`src/hdl/jsu_pkg.sv`:
```
// ----------------------------------------------------------------------------
// jsu_pkg
// Types and character codes shared by the JSON string unescaper modules.
// ----------------------------------------------------------------------------
package jsu_pkg;

  typedef enum logic [1:0] {
    MODE_OPEN = 2'd0,
    MODE_BODY = 2'd1,
    MODE_ESC  = 2'd2,
    MODE_HEX  = 2'd3
  } mode_e;

  typedef enum logic [1:0] {
    FIN_MORE = 2'd0,
    FIN_DONE = 2'd1,
    FIN_ERR  = 2'd2
  } finish_e;

  localparam logic [7:0] ChQuote     = 8'h22;
  localparam logic [7:0] ChBackslash = 8'h5c;
  localparam logic [7:0] ChLowerN    = 8'h6e;
  localparam logic [7:0] ChLowerR    = 8'h72;
  localparam logic [7:0] ChLowerT    = 8'h74;
  localparam logic [7:0] ChLowerU    = 8'h75;
  localparam logic [7:0] ChLf        = 8'h0a;
  localparam logic [7:0] ChCr        = 8'h0d;
  localparam logic [7:0] ChTab       = 8'h09;

  localparam int unsigned HexValueW = 7;
  localparam int unsigned DataW     = 8;
  localparam int unsigned UserW     = 8;

  typedef struct packed {
    mode_e                 mode;
    logic [1:0]            hex_count;
    logic [HexValueW-1:0]  hex_value;
    logic                  hex_still_digits;
  } parse_state_t;

  typedef struct packed {
    logic              present;
    logic [DataW-1:0]  data_byte;
    logic              data_valid;
    finish_e           finish;
  } result_t;

  localparam parse_state_t StateReset = '{
    mode:             MODE_OPEN,
    hex_count:        2'd0,
    hex_value:        '0,
    hex_still_digits: 1'b1
  };

endpackage

```
`src/hdl/jsu_step.sv`:
```
// ----------------------------------------------------------------------------
// jsu_step
// Decodes one byte against the parser state: next state and optional result.
// ----------------------------------------------------------------------------
module jsu_step import jsu_pkg::*; (
  input  parse_state_t state_i,
  input  logic [7:0]   byte_i,
  input  logic         last_i,
  output parse_state_t state_o,
  output result_t      result_o
);

  logic       is_hex;
  logic [3:0] hex_nibble;

  always_comb begin
    is_hex     = 1'b1;
    hex_nibble = 4'd0;
    if (byte_i >= 8'h30 && byte_i <= 8'h39) begin
      hex_nibble = byte_i[3:0];
    end else if ((byte_i >= 8'h61 && byte_i <= 8'h66) ||
                 (byte_i >= 8'h41 && byte_i <= 8'h46)) begin
      hex_nibble = byte_i[3:0] + 4'd9;
    end else begin
      is_hex = 1'b0;
    end
  end

  always_comb begin
    state_o  = state_i;
    result_o = '{present: 1'b0, data_byte: '0, data_valid: 1'b0, finish: FIN_MORE};
    case (state_i.mode)
      MODE_OPEN: begin
        if (byte_i != ChQuote || last_i) begin
          result_o.present = 1'b1;
          result_o.finish  = FIN_ERR;
        end else begin
          state_o.mode = MODE_BODY;
        end
      end
      MODE_BODY: begin
        if (byte_i == ChQuote) begin
          result_o.present = 1'b1;
          result_o.finish  = FIN_DONE;
        end else if (last_i) begin
          result_o.present = 1'b1;
          result_o.finish  = FIN_ERR;
        end else if (byte_i == ChBackslash) begin
          state_o.mode = MODE_ESC;
        end else begin
          result_o.present    = 1'b1;
          result_o.data_byte  = byte_i;
          result_o.data_valid = 1'b1;
        end
      end
      MODE_ESC: begin
        if (last_i) begin
          result_o.present = 1'b1;
          result_o.finish  = FIN_ERR;
        end else if (byte_i == ChLowerU) begin
          state_o = StateReset;
          state_o.mode = MODE_HEX;
        end else begin
          state_o.mode        = MODE_BODY;
          result_o.present    = 1'b1;
          result_o.data_valid = 1'b1;
          case (byte_i)
            ChLowerN: result_o.data_byte = ChLf;
            ChLowerR: result_o.data_byte = ChCr;
            ChLowerT: result_o.data_byte = ChTab;
            default:  result_o.data_byte = byte_i;
          endcase
        end
      end
      MODE_HEX: begin
        if (last_i) begin
          result_o.present = 1'b1;
          result_o.finish  = FIN_ERR;
        end else begin
          if (state_i.hex_still_digits && is_hex) begin
            state_o.hex_value = {state_i.hex_value[HexValueW-5:0], hex_nibble};
          end else begin
            state_o.hex_still_digits = 1'b0;
          end
          if (state_i.hex_count == 2'd3) begin
            result_o.present    = 1'b1;
            result_o.data_byte  = {1'b0, state_o.hex_value};
            result_o.data_valid = 1'b1;
            state_o             = StateReset;
            state_o.mode        = MODE_BODY;
          end else begin
            state_o.hex_count = state_i.hex_count + 2'd1;
          end
        end
      end
      default: begin
        state_o = StateReset;
      end
    endcase
    if (result_o.finish != FIN_MORE) begin
      state_o = StateReset;
    end
  end

endmodule

```
`src/hdl/json_string_unescaper.sv`:
```
// ----------------------------------------------------------------------------
// json_string_unescaper
// Decodes the bytes of a JSON quoted string into its characters.
// ----------------------------------------------------------------------------
// The input stream carries the JSON text, one byte per item, with tlast
// marking the last byte of the available text. The first byte of a string
// must be a double quote. The output stream carries at most one item per
// input byte: a decoded character with data_valid set, or a finish code
// (closing quote seen, or error) that ends the string. Opening quotes,
// backslashes and the leading bytes of a hex escape give no output item.
// The output item of an accepted byte is registered, and the block takes one
// byte in every cycle unless the output is stalled; the decode is one short
// step between the parser state and the output register. After reset the
// parser waits for an opening quote and the output register is empty. When
// the receiver stalls, the output item holds and the input side accepts a
// new byte only in the cycle in which the held item leaves.
// ----------------------------------------------------------------------------
module json_string_unescaper import jsu_pkg::*; (
  input  logic             clk_i,
  input  logic             rst_ni,
  input  logic             s_axis_tvalid,
  output logic             s_axis_tready,
  input  logic [DataW-1:0] s_axis_tdata,   // [7:0] in_byte
  input  logic             s_axis_tlast,   // end_of_buffer
  output logic             m_axis_tvalid,
  input  logic             m_axis_tready,
  output logic [DataW-1:0] m_axis_tdata,   // [7:0] data_byte
  output logic [UserW-1:0] m_axis_tuser    // [0] data_valid, [2:1] finish, [7:3] zero
);

  parse_state_t     state_q, state_d, step_state;
  result_t          step_result;
  logic             out_valid_q, out_valid_d;
  logic [DataW-1:0] out_data_q;
  logic             out_dvalid_q;
  finish_e          out_finish_q;
  logic             accept;

  jsu_step u_step (
    .state_i  (state_q),
    .byte_i   (s_axis_tdata),
    .last_i   (s_axis_tlast),
    .state_o  (step_state),
    .result_o (step_result)
  );

  assign s_axis_tready = !out_valid_q || m_axis_tready;
  assign accept        = s_axis_tvalid && s_axis_tready;

  always_comb begin
    state_d     = accept ? step_state : state_q;
    out_valid_d = out_valid_q;
    if (accept) begin
      out_valid_d = step_result.present;
    end else if (m_axis_tready) begin
      out_valid_d = 1'b0;
    end
  end

  always_ff @(posedge clk_i or negedge rst_ni) begin
    if (!rst_ni) begin
      state_q     <= StateReset;
      out_valid_q <= 1'b0;
    end else begin
      state_q     <= state_d;
      out_valid_q <= out_valid_d;
    end
  end

  always_ff @(posedge clk_i) begin
    if (accept && step_result.present) begin
      out_data_q   <= step_result.data_byte;
      out_dvalid_q <= step_result.data_valid;
      out_finish_q <= step_result.finish;
    end
  end

  assign m_axis_tvalid = out_valid_q;
  assign m_axis_tdata  = out_data_q;
  assign m_axis_tuser  = {{(UserW-3){1'b0}}, out_finish_q, out_dvalid_q};

endmodule

```
`config.mk`:
```
export PLATFORM = sky130hd
export DESIGN_NAME = json_string_unescaper
export DESIGN_NICKNAME = d
export VERILOG_FILES = /design/src/hdl/jsu_pkg.sv /design/src/hdl/jsu_step.sv /design/src/hdl/json_string_unescaper.sv
export SDC_FILE = /design/constraint.sdc
export NUM_CORES = 1
export LEC_CHECK = 0
export BUFFER_PORTS_ARGS = -buffer_cell sky130_fd_sc_hd__buf_2
export CAP_MARGIN = 20
export CORE_MARGIN = 1.5
export CORE_UTILIZATION = 37
export CTS_BUF_LIST = sky130_fd_sc_hd__clkbuf_8
export DETAILED_ROUTE_END_ITERATION = 10
export PLACE_DENSITY = 0.67
export SETUP_SLACK_MARGIN = 0.5
export SYNTH_ARGS = -nofsm -noshare
export SYNTH_HDL_FRONTEND = slang
export SYNTH_HIERARCHICAL = 1
export SYNTH_SLANG_ARGS = --single-unit
```
`constraint.sdc`:
```
create_clock -name clk_i -period 4.35 [get_ports clk_i]
set_clock_uncertainty 0.1 [all_clocks]
set_input_delay 0.87 -clock clk_i [delete_from_list [all_inputs] [get_ports clk_i]]
set_output_delay 0.87 -clock clk_i [all_outputs]
set_load 0.01 [all_outputs]
```
# After elaboration in Yosys (flattened, before gate mapping)
# Cells that the tools add are included.
totals:
  wordCells: 95
  reg_bits: 24
  input_bits: 13
op_classes:
  muxes: 41
  magnitude_cmp: 6
  eq_ne: 20
  n_addsub: 2
  reduce_logical: 18
op_table:
  columns: ["operator", "n"]
  rows:
  - ["8-bit by 7-bit equality test with 1-bit output, second input constant", 5]
  - ["10-bit two-way mux", 4]
  - ["12-bit two-way mux", 3]
  - ["9-bit two-way mux", 4]
  - ["9-bit case mux with 3 select lines", 1]
  - ["8-bit case mux with 3 select lines", 1]
  - ["2-bit two-way mux", 10]
  - ["10-bit case mux with 2 select lines", 1]
  - ["8-bit by 7-bit >= comparator with 1-bit output, second input constant", 2]
  - ["8-bit by 7-bit <= comparator with 1-bit output, second input constant", 2]
  - ["1-bit two-way mux", 10]
  - ["3-bit by 1-bit != test with 1-bit output, second input constant", 3]
  - ["3-bit by 2-bit != test with 1-bit output, second input constant", 3]
  - ["8-bit by 6-bit equality test with 1-bit output, second input constant", 1]
  - ["8-bit by 6-bit >= comparator with 1-bit output, second input constant", 1]
  - ["8-bit by 6-bit <= comparator with 1-bit output, second input constant", 1]
  - ["4-bit two-way mux", 2]
  - ["8-bit two-way mux", 1]
  - ["8-bit by 6-bit != test with 1-bit output, second input constant", 1]
  - ["2-bit case mux with 4 select lines", 1]
  - ["8-bit AND reduction", 1]
  - ["7-bit two-way mux", 1]
  - ["2-bit equality test, second input constant", 3]
  - ["1-bit logical AND", 6]
  - ["15 further kinds", 19]

# Logic depth before layout (Yosys ltp)
# Gate-level depths: netlist of the first run.
logic_depth:
  ltp_word: 11
  ltp_mapped: 9

# By module
# Netlist of the first run, hierarchy kept.
modules_own_cells:
  columns: ["mod", "seq_area_each_um2", "area_each_um2", "cells_per_inst", "instances"]
  rows:
  - ["jsu_step", 0.0, 932.1, 145, 1]
  - ["json_string_unescaper", 656.9, 928.4, 49, 1]

# Least setup slack after synthesis of the first run
# No wires, ideal clock.
synth_timing:
  kind: "input to register"
  from: "input port s_axis_tdata[2]"
  to: "register state_q[5] (netlist name)"
  slack_ns: 1.272
  setup_ns: 0.125
  path_buffers: 2
  path_stages: 8
  arrival_time_ns: 2.853
  cell_sequence: "buf_6 or4_4 or2_1 buf_6 xnor2_4 a221o_2 a22o_2 mux2_4"
synth_lines:
  columns: ["item", "line", "text"]
  rows:
  - ["start, declared", "json_string_unescaper.sv:23", "input logic [DataW-1:0] s_axis_tdata,"]
  - ["end signal, assigned", "json_string_unescaper.sv:62", "state_q <= StateReset;"]
  - ["end signal, assigned", "json_string_unescaper.sv:65", "state_q <= state_d;"]
  - ["end, declared", "json_string_unescaper.sv:31", "parse_state_t state_q, state_d, step_state;"]

==> flow_metrics.env, run 1 <==
export IMPL_grt_max_degree=17
export IMPL_track_usage_pct=15.4
export IMPL_critPathArrivalTime_ps=3060
export IMPL_synth_edf_count=11
export IMPL_routed_wl_mm=3.94
export IMPL_grt_pass1_vias=1371
export IMPL_path_max_fanout=12
export IMPL_core_area_um2=4790
export IMPL_synth_top_cell_area_share_pct=17.8
export IMPL_ys_seq_area_share_pct=35.3
export IMPL_ys_types=52
export IMPL_synth_ff_type="dfrtp_1"
export IMPL_cts_max_path_buffers=2
export IMPL_fp_row_count=25
export IMPL_drt_iter0_drc=159
export IMPL_drv_slew=0
export IMPL_synth_most_common_cell="nor2_1"
export IMPL_yosys_warnings=6
export IMPL_synth_common_cells="nor2_1, dfrtp_1, edfxtp_1, nand2_1, o21ai_0"
export IMPL_criticalPathCategory="in2reg"
export IMPL_cts_tree="built"
export IMPL_p_leak_nw=0.838
export IMPL_insertion_delay_ps=260
export IMPL_num_vias=1506
export IMPL_port_buffers=25
export IMPL_outcome="finished clean"
export IMPL_rsz0062_at_grt="false"
export IMPL_crit_path_end_kind="flip-flop"
export IMPL_clock_sinks=24
export IMPL_viasPerCell=5.38
export IMPL_avgSynthCellArea_um2=9.59
export IMPL_grt_ovfl_total=0
export IMPL_finalSetupViolCount=0
export IMPL_synthArstFlopShare_pct=54.2
export IMPL_p_per_area_nw_per_um2=241
export IMPL_min_path_type="in2async"
export IMPL_cap_violations=0
export IMPL_h_tree_depth=1
export IMPL_grt_pass1_wl_mm=6.62
export IMPL_hpwl_mm=3.06
export IMPL_detail_route_wl_per_cell_um=14.1
export IMPL_yosysTopAreaCell="edfxtp_1"
export IMPL_cts_root_buf="clkbuf_8"
export IMPL_ys_seq_elements=24
export IMPL_clkSlewWorstSetupHoldPaths_ps=80
export IMPL_syn_area_um2=1860
export IMPL_die_w_um=73.9
export IMPL_antenna_cells=0
export IMPL_ios=31
export IMPL_cts_inserted_buffers=3
export IMPL_firstDrtPassIters=4
export IMPL_startpoint_type="input port"
export IMPL_cts_resized=0
export IMPL_cts_hold_buf=0
export IMPL_setup_tns_ps=0
export IMPL_multi_input_area_um2=1080
export IMPL_ys_top_cells_by_area="edfxtp_1, dfrtp_1, mux2_4, nor2_1, ha_1"
export IMPL_min_period_over_period_pct=69.2
export IMPL_fillers=481
export IMPL_gp_congestion=0.847
export IMPL_die_area_um2=5460
export IMPL_holdWs_ps=381
export IMPL_drtAntennaViolNets=0
export IMPL_worstMarginPinSlew_ps=827
export IMPL_drive_above_1_share_pct=25.4
export IMPL_regArea_um2=657
export IMPL_area_growth_pct=10.5
export IMPL_final_nets=232
export IMPL_fin_crit_ps=3010
export IMPL_slew_headroom_pct=44.8
export IMPL_max_freq_mhz=332
export IMPL_die_height_um=73.9
export IMPL_grt_antenna_before_repair=0
export IMPL_start_util_pct=38.9
export IMPL_synthCells=194
export IMPL_cts_setup_buffers=0
export IMPL_cp_required_ps=4400
export IMPL_drc=0
export IMPL_ir_drop_v=0.000150
export IMPL_hold_viol_final=0
## worst paths after layout
check / slack, ps / from / cells past startpoint / to
worst max-delay path: 1340 / s_axis_tdata[3] / 7 / state_q[6]$_DFFE_PN0P_
worst min-delay path: 380 / rst_ni / 1 / state_q[11]$_DFFE_PN0P_
worst max register to register: 1800 / state_q[10]$_DFFE_PN0P_ / 5 / out_dvalid_q$_DFFE_PP_
worst min register to register: 460 / state_q[7]$_DFFE_PN0P_ / 1 / state_q[7]$_DFFE_PN0P_
max in group asynchronous: 3480 / rst_ni / 1 / state_q[0]$_DFFE_PN1P_
min in group clk_i: 460 / state_q[7]$_DFFE_PN0P_ / 1 / state_q[7]$_DFFE_PN0P_
## area by class of cell
cell class | instances | share of cell area (%)
sequential | 24 | 32.0
timing repair buffer | 25 | 6.09
tap | 67 | 4.08
inverter | 10 | 1.83
multi-input combinational | 150 | 52.6
clock inverter | 1 | 1.46
clock buffer | 3 | 2.01
## kinds of logic after synthesis
group | Yosys count | share of synthesized area (%)
flops | 24 | 35.3
other cells | 1 | 0.202
buf+inv | 24 | 7.40
xor+xnor | 1 | 1.48
compound gates | 52 | 19.2
fa+ha+maj | 5 | 3.36
mux | 19 | 13.1
simple gates | 68 | 20.0
## cells in the final DEF, fill, tap and decap left out, types with 2 or more instances in the layout
cell type,instances
edfxtp_1,11
nor2b_1,4
o22ai_1,3
o221ai_1,2
mux2_2,3
buf_2,25
nand3b_1,5
o2bb2ai_1,2
dfrtp_1,12
mux2_4,10
clkbuf_8,3
inv_1,10
ha_1,5
nand4_1,2
conb_1,5
a31oi_1,4
o21ai_0,11
nor2_1,20
nand3_1,5
o211ai_1,5
a21oi_1,10
nor3_1,5
nand2_1,11
or2_1,2
a22o_2,3
nand2b_1,3
mux2i_1,6
nand4b_1,2
o31ai_1,2
## stage by stage
| step | worst slack (ps) | total power, mW | cells | instance area [um2] | utilization (%) |
|---|---|---|---|---|---|
| global placement | 1100 | 0.311 | 276 | 1980 | 41.5 |
| CTS | 1360 | 0.501 | 280 | 2060 | 43.0 |
| floorplan | 1270 | 0.294 | 198 | 1880 | - |
| global route | 1150 | 0.518 | 280 | 2060 | 43.0 |
| detailed placement | 1080 | 0.311 | 276 | 1980 | 41.5 |
| finish | 1340 | 0.496 | 280 | 2060 | 43.0 |
## metal layers
layer  track usage (%)  vias up  routed length [um]
met2              24.2       46                1810
li1                  -      748                   -
met3              3.84        2                 175
met4              1.85        0                  17
met1              22.1      710                1930
met5                 0        -                   0
## power breakdown
part / internal [mW] / switching [mW]
logic: 0.0218 / 0.0404
clock network: 0.123 / 0.0674
registers: 0.242 / 0.00163
## state kept, by name, summed over array words and instances, names as in the netlist
| signal | cells |
|---|---|
| m_axis_tdata | 8 |
| m_axis_tvalid | 1 |
| out_dvalid_q | 1 |
| out_finish_q | 2 |
| state_q | 12 |
## worst max-delay path, stage by stage
cell and delay, ps:
buf_2 170, or4_4 540, or2_1 350, xnor2_4 190, a221o_2 460, a22o_2 220
mux2_4 260
Note: power is estimated with default switching activity, not from simulation.
==> run 2, diff against run 1 <==
Settings changed: PLACE_DENSITY 0.67 to 0.69.
Clock period 4.35 ns to 2.6 ns, I/O delays scaled along.
==> run 2 against run 1 <==
Net effect: worst setup slack worse by 1100 ps; via count is 11% higher; register-to-register slack worse by 1400 ps; die area stayed put; flip-flop and latch count stayed put; global-route usage is 2.3 points higher; routed wire length is 17% higher.
==> flow_metrics.env, run 2 (synthesis results as in run 1) <==
export IMPL_outcome="finished clean"
export IMPL_ios=31
export IMPL_finalSetupViolCount=0
export IMPL_cp_required_ps=2670
export IMPL_hold_viol_final=0
export IMPL_drive_above_1_share_pct=40.9
export IMPL_clkSlewWorstSetupHoldPaths_ps=90
export IMPL_fp_row_count=25
export IMPL_final_core_utilization_pct=49.5
export IMPL_critPathArrivalTime_ps=2430
export IMPL_fin_cells=302
export IMPL_ir_drop_v=0.000179
export IMPL_min_period_over_period_pct=90.8
export IMPL_largest_reg_flops=12
export IMPL_mostFrequentLayoutCell="buf_2"
export IMPL_rsz0062_at_grt="true"
export IMPL_detail_route_wl_per_cell_um=15.3
export IMPL_h_tree_depth=1
export IMPL_crit_path_end_kind="flip-flop"
export IMPL_final_nets=254
export IMPL_cts_inserted_buffers=3
export IMPL_dr_wl_met2_mm=2.26
export IMPL_start_util_pct=38.9
export IMPL_antenna_cells=0
export IMPL_port_buffers=25
export IMPL_core_area_um2=4790
export IMPL_wirelength_met1_mm=2.03
export IMPL_area_growth_pct=27.4
export IMPL_holdWs_ps=14.7
export IMPL_gp_congestion=0.860
export IMPL_num_vias=1674
export IMPL_final_cell_mix="buf_2, buf_4, nor2_1"
export IMPL_criticalPathCategory="in2reg"
export IMPL_p_per_area_nw_per_um2=370
export IMPL_grt_max_degree=15
export IMPL_met3WireLength_um=230
export IMPL_routed_top_layer="met4"
export IMPL_grt_ovfl_total=0
export IMPL_viasPerCell=5.54
export IMPL_hpwl_mm=3.42
export IMPL_cts_root_buf="clkbuf_8"
export IMPL_cap_violations=0
export IMPL_top_register="state_q"
export IMPL_p_leak_nw=0.962
export IMPL_fillers=438
export IMPL_startpoint_type="input port"
export IMPL_cts_tree="built"
export IMPL_die_area_um2=5460
export IMPL_drv_slew=0
export IMPL_drt_iter0_drc=147
export IMPL_routed_wl_mm=4.61
export IMPL_min_path_type="in2async"
export IMPL_die_w_um=73.9
export IMPL_path_max_fanout=4
export IMPL_fin_crit_ps=2360
export IMPL_die_height_um=73.9
export IMPL_insertion_delay_ps=270
export IMPL_grt_pass1_wl_mm=7.44
export IMPL_cts_max_path_buffers=2
export IMPL_grt_antenna_before_repair=0
export IMPL_track_usage_pct=17.8
export IMPL_clock_sinks=24
export IMPL_drtAntennaViolNets=0
export IMPL_firstDrtPassIters=4
export IMPL_r2r_cells=6
export IMPL_drc=0
export IMPL_stdcell_area_um2=2370
export IMPL_placed_cells=294
export IMPL_place_area_um2=2130
export IMPL_max_freq_mhz=424
export IMPL_grt_pass1_vias=1575
==> run 2: final cells by class <==
| cell class | count | area (um2) | share of cell area (%) |
|---|---|---|---|
| Clock buffer | 3 | 41.3 | 1.74 |
| Sequential cell | 24 | 657 | 27.7 |
| Timing Repair Buffer | 46 | 307 | 12.9 |
| Tap cell | 67 | 83.8 | 3.54 |
| Clock inverter | 1 | 30.0 | 1.27 |
| Inverter | 10 | 37.5 | 1.58 |
| Multi-Input combinational cell | 151 | 1210 | 51.2 |
==> run 2: repair_timing <==
item,in CTS,in global routing
pin swaps,11,7
gates resized for setup,15,15
gates cloned,1,0
hold buffers,0,0
setup buffers,2,1
setup endpoints to repair,27,30
==> run 2: critical path: stages <==
cell     delay (ps)
buf_6            90
or4_4           530
or2_4           270
xnor2_4         140
a221o_2         400
a22o_2          210
mux2_4          260
==> run 2: routing by layer <==
metal	global-route usage, %	vias to the layer above
li1	-	795
met1	22.5	809
met2	29.8	62
met3	2.74	8
met4	7.82	0
met5	0	-
==> run 2: path summary, 6_finish.rpt <==
kind                                        startpoint                         to  slack (ps)
worst max-delay path                   s_axis_tdata[6]     state_q[7]$_DFFE_PN0P_         240
worst max register to register  state_q[0]$_DFFE_PN1P_     state_q[7]$_DFFE_PN0P_         400
min in group clk_i              state_q[9]$_DFFE_PN0P_     state_q[9]$_DFFE_PN0P_         450
worst min register to register  state_q[9]$_DFFE_PN0P_     state_q[9]$_DFFE_PN0P_         450
worst min-delay path                            rst_ni  m_axis_tvalid$_DFFE_PN0P_          10
max in group asynchronous                       rst_ni     state_q[0]$_DFFE_PN1P_        2100
==> run 2: through the flow <==
stage | setup WS (ps) | power (mW) | setup TNS, ps
final | 239 | 0.878 | 0
after global routing | 200 | 0.909 | 0
after CTS | 221 | 0.877 | 0
after detailed placement | -163 | 0.536 | -663
after global placement | -134 | 0.535 | -481
after floorplan | -25.3 | 0.494 | -75.8
==> run 2: report_power, final <==
group | internal [mW] | total (mW) | switching, mW
sequential | 0.405 | 0.407 | 0.00251
clock | 0.206 | 0.333 | 0.127
combinational | 0.0581 | 0.138 | 0.0796
==> run 3, diff against run 2 <==
Settings changed: PLACE_DENSITY 0.69 to 0.67.
Clock period 2.6 ns to 2.45 ns, I/O delays scaled along.
==> run 3 against run 2 <==
Net effect: flip-flop and latch count unchanged; critical path depth did not move; global-route usage up 1.4 points; hold slack worse by 14 ps; critical path type unchanged; worst setup slack worse by 140 ps.
==> flow_metrics.env, run 3 (synthesis results as in run 1) <==
export IMPL_min_path_type="in2async"
export IMPL_fin_crit_ps=2350
export IMPL_die_w_um=73.9
export IMPL_rr_endpoint="state_q[7]$_DFFE_PN0P_"
export IMPL_crit_start="s_axis_tdata[6]"
export IMPL_max_stage_delay_ps=530
export IMPL_r2r_cells=6
export IMPL_timing_rr_start="state_q[0]$_DFFE_PN1P_"
export IMPL_viasPerCell=5.55
export IMPL_finalPower_uw=963
export IMPL_criticalPathCategory="in2reg"
export IMPL_routed_wl_mm=5.10
export IMPL_max_freq_mhz=426
export IMPL_grt_max_degree=15
export IMPL_finalSetupViolCount=0
export IMPL_clkSlewWorstSetupHoldPaths_ps=90
export IMPL_cts_inserted_buffers=3
export IMPL_insertion_delay_ps=270
export IMPL_cts_max_path_buffers=2
export IMPL_r2r_slack_ps=190
export IMPL_cts_root_buf="clkbuf_8"
export IMPL_stdcell_area_um2=2580
export IMPL_grt_ovfl_total=0
export IMPL_final_core_utilization_pct=54.0
export IMPL_drive_above_1_share_pct=47.8
export IMPL_num_vias=1754
export IMPL_firstDrtPassIters=7
export IMPL_die_height_um=73.9
export IMPL_detail_route_wl_per_cell_um=16.2
export IMPL_min_period_over_period_pct=95.9
export IMPL_core_area_um2=4790
export IMPL_rsz0062_at_grt="true"
export IMPL_track_usage_pct=19.2
export IMPL_startpoint_type="input port"
export IMPL_clock_sinks=24
export IMPL_hpwl_mm=3.61
export IMPL_critPathTopFamily="simple AND/OR/NAND/NOR gates"
export IMPL_start_util_pct=38.9
export IMPL_path_max_fanout=4
export IMPL_area_growth_pct=38.8
export IMPL_drv_slew=0
export IMPL_place_area_um2=2210
export IMPL_largest_reg_flops=12
export IMPL_grt_pass1_wl_mm=8.12
export IMPL_cap_violations=0
export IMPL_grt_antenna_before_repair=0
export IMPL_top_register="state_q"
export IMPL_crit_path_end_kind="flip-flop"
export IMPL_outcome="finished clean"
export IMPL_gp_congestion=0.859
export IMPL_drc=0
export IMPL_drtAntennaViolNets=0
export IMPL_mostFrequentLayoutCell="buf_4"
export IMPL_antenna_cells=0
export IMPL_die_area_um2=5460
export IMPL_placed_cells=301
export IMPL_p_leak_nw=1.05
export IMPL_path_buf_inv=1
export IMPL_fp_row_count=25
export IMPL_critPathArrivalTime_ps=2410
export IMPL_grt_pass1_vias=1758
export IMPL_final_nets=268
export IMPL_h_tree_depth=1
export IMPL_final_cell_mix="buf_4, buf_2, nor2_1"
export IMPL_ir_drop_v=0.000195
export IMPL_cts_tree="built"
export IMPL_cpMaxStageDelayCell="or4_4"
export IMPL_fin_cells=316
export IMPL_ios=31
export IMPL_hold_viol_final=0
export IMPL_path_cells="buf_6 -> or4_4 -> or2_4 -> xnor2_4 -> a221o_2 -> a22o_2 -> mux2_4"
export IMPL_holdWs_ps=0.809
export IMPL_port_buffers=25
export IMPL_drt_iter0_drc=133
export IMPL_cp_required_ps=2510
export IMPL_p_per_area_nw_per_um2=373
## run 3: timing repair
action	4_1_cts	5_1_grt
hold buffers	0	0
endpoints found under the setup margin	31	32
pin swaps	13	17
setup buffers	2	7
gates cloned	2	0
resized for setup	23	28
## run 3: cell type report
class                   count  area, um2
flip-flops and latches     24        657
fillers                   432       2200
multi-input cells         152       1290
clock buffers               3       41.3
well taps                  67       83.8
repair buffers             59        430
inverters                  10       45.0
clock inverters             1       30.0
## run 3: worst max-delay path by stage
stage	end	depth (start not counted)
6_report	state_q[7]$_DFFE_PN0P_	7
5_1_grt	state_q[7]$_DFFE_PN0P_	7
3_3_place_gp	state_q[6]$_DFFE_PN0P_	7
2_1_floorplan	state_q[5]$_DFFE_PN0P_	8
4_1_cts	state_q[6]$_DFFE_PN0P_	7
3_5_place_dp	state_q[6]$_DFFE_PN0P_	7
## run 3: worst register-to-register path, delay by kind of cell, from the launching register on
family | cells | cell delay (ps)
DFF | 1 | 550
muxes | 1 | 270
AOI/OAI and AO/OA | 4 | 990
and+or+nand+nor | 1 | 240
## run 3: metal layers
metal | wire, um | vias up | GRT usage, %
met1 | 2180 | 833 | 24.3
met3 | 302 | 15 | 2.33
met2 | 2510 | 83 | 33.4
li1 | - | 823 | -
met4 | 110 | 0 | 6.38
met5 | 0 | - | 0
## run 3: power breakdown
| part | internal [mW] | switching, mW | leakage [nW] |
|---|---|---|---|
| clock network | 0.218 | 0.137 | 0.0357 |
| logic | 0.0800 | 0.0949 | 0.736 |
| registers | 0.430 | 0.00258 | 0.281 |
| total | 0.728 | 0.235 | 1.05 |
## run 3: per-stage QoR
| stage | setup slack [ps] | setup TNS [ps] |
|---|---|---|
| after floorplan | -145 | -487 |
| after global placement | -260 | -2400 |
| after detailed placement | -284 | -2680 |
| after CTS | 89.1 | 0 |
| after global routing | 88.7 | 0 |
| final | 101 | 0 |
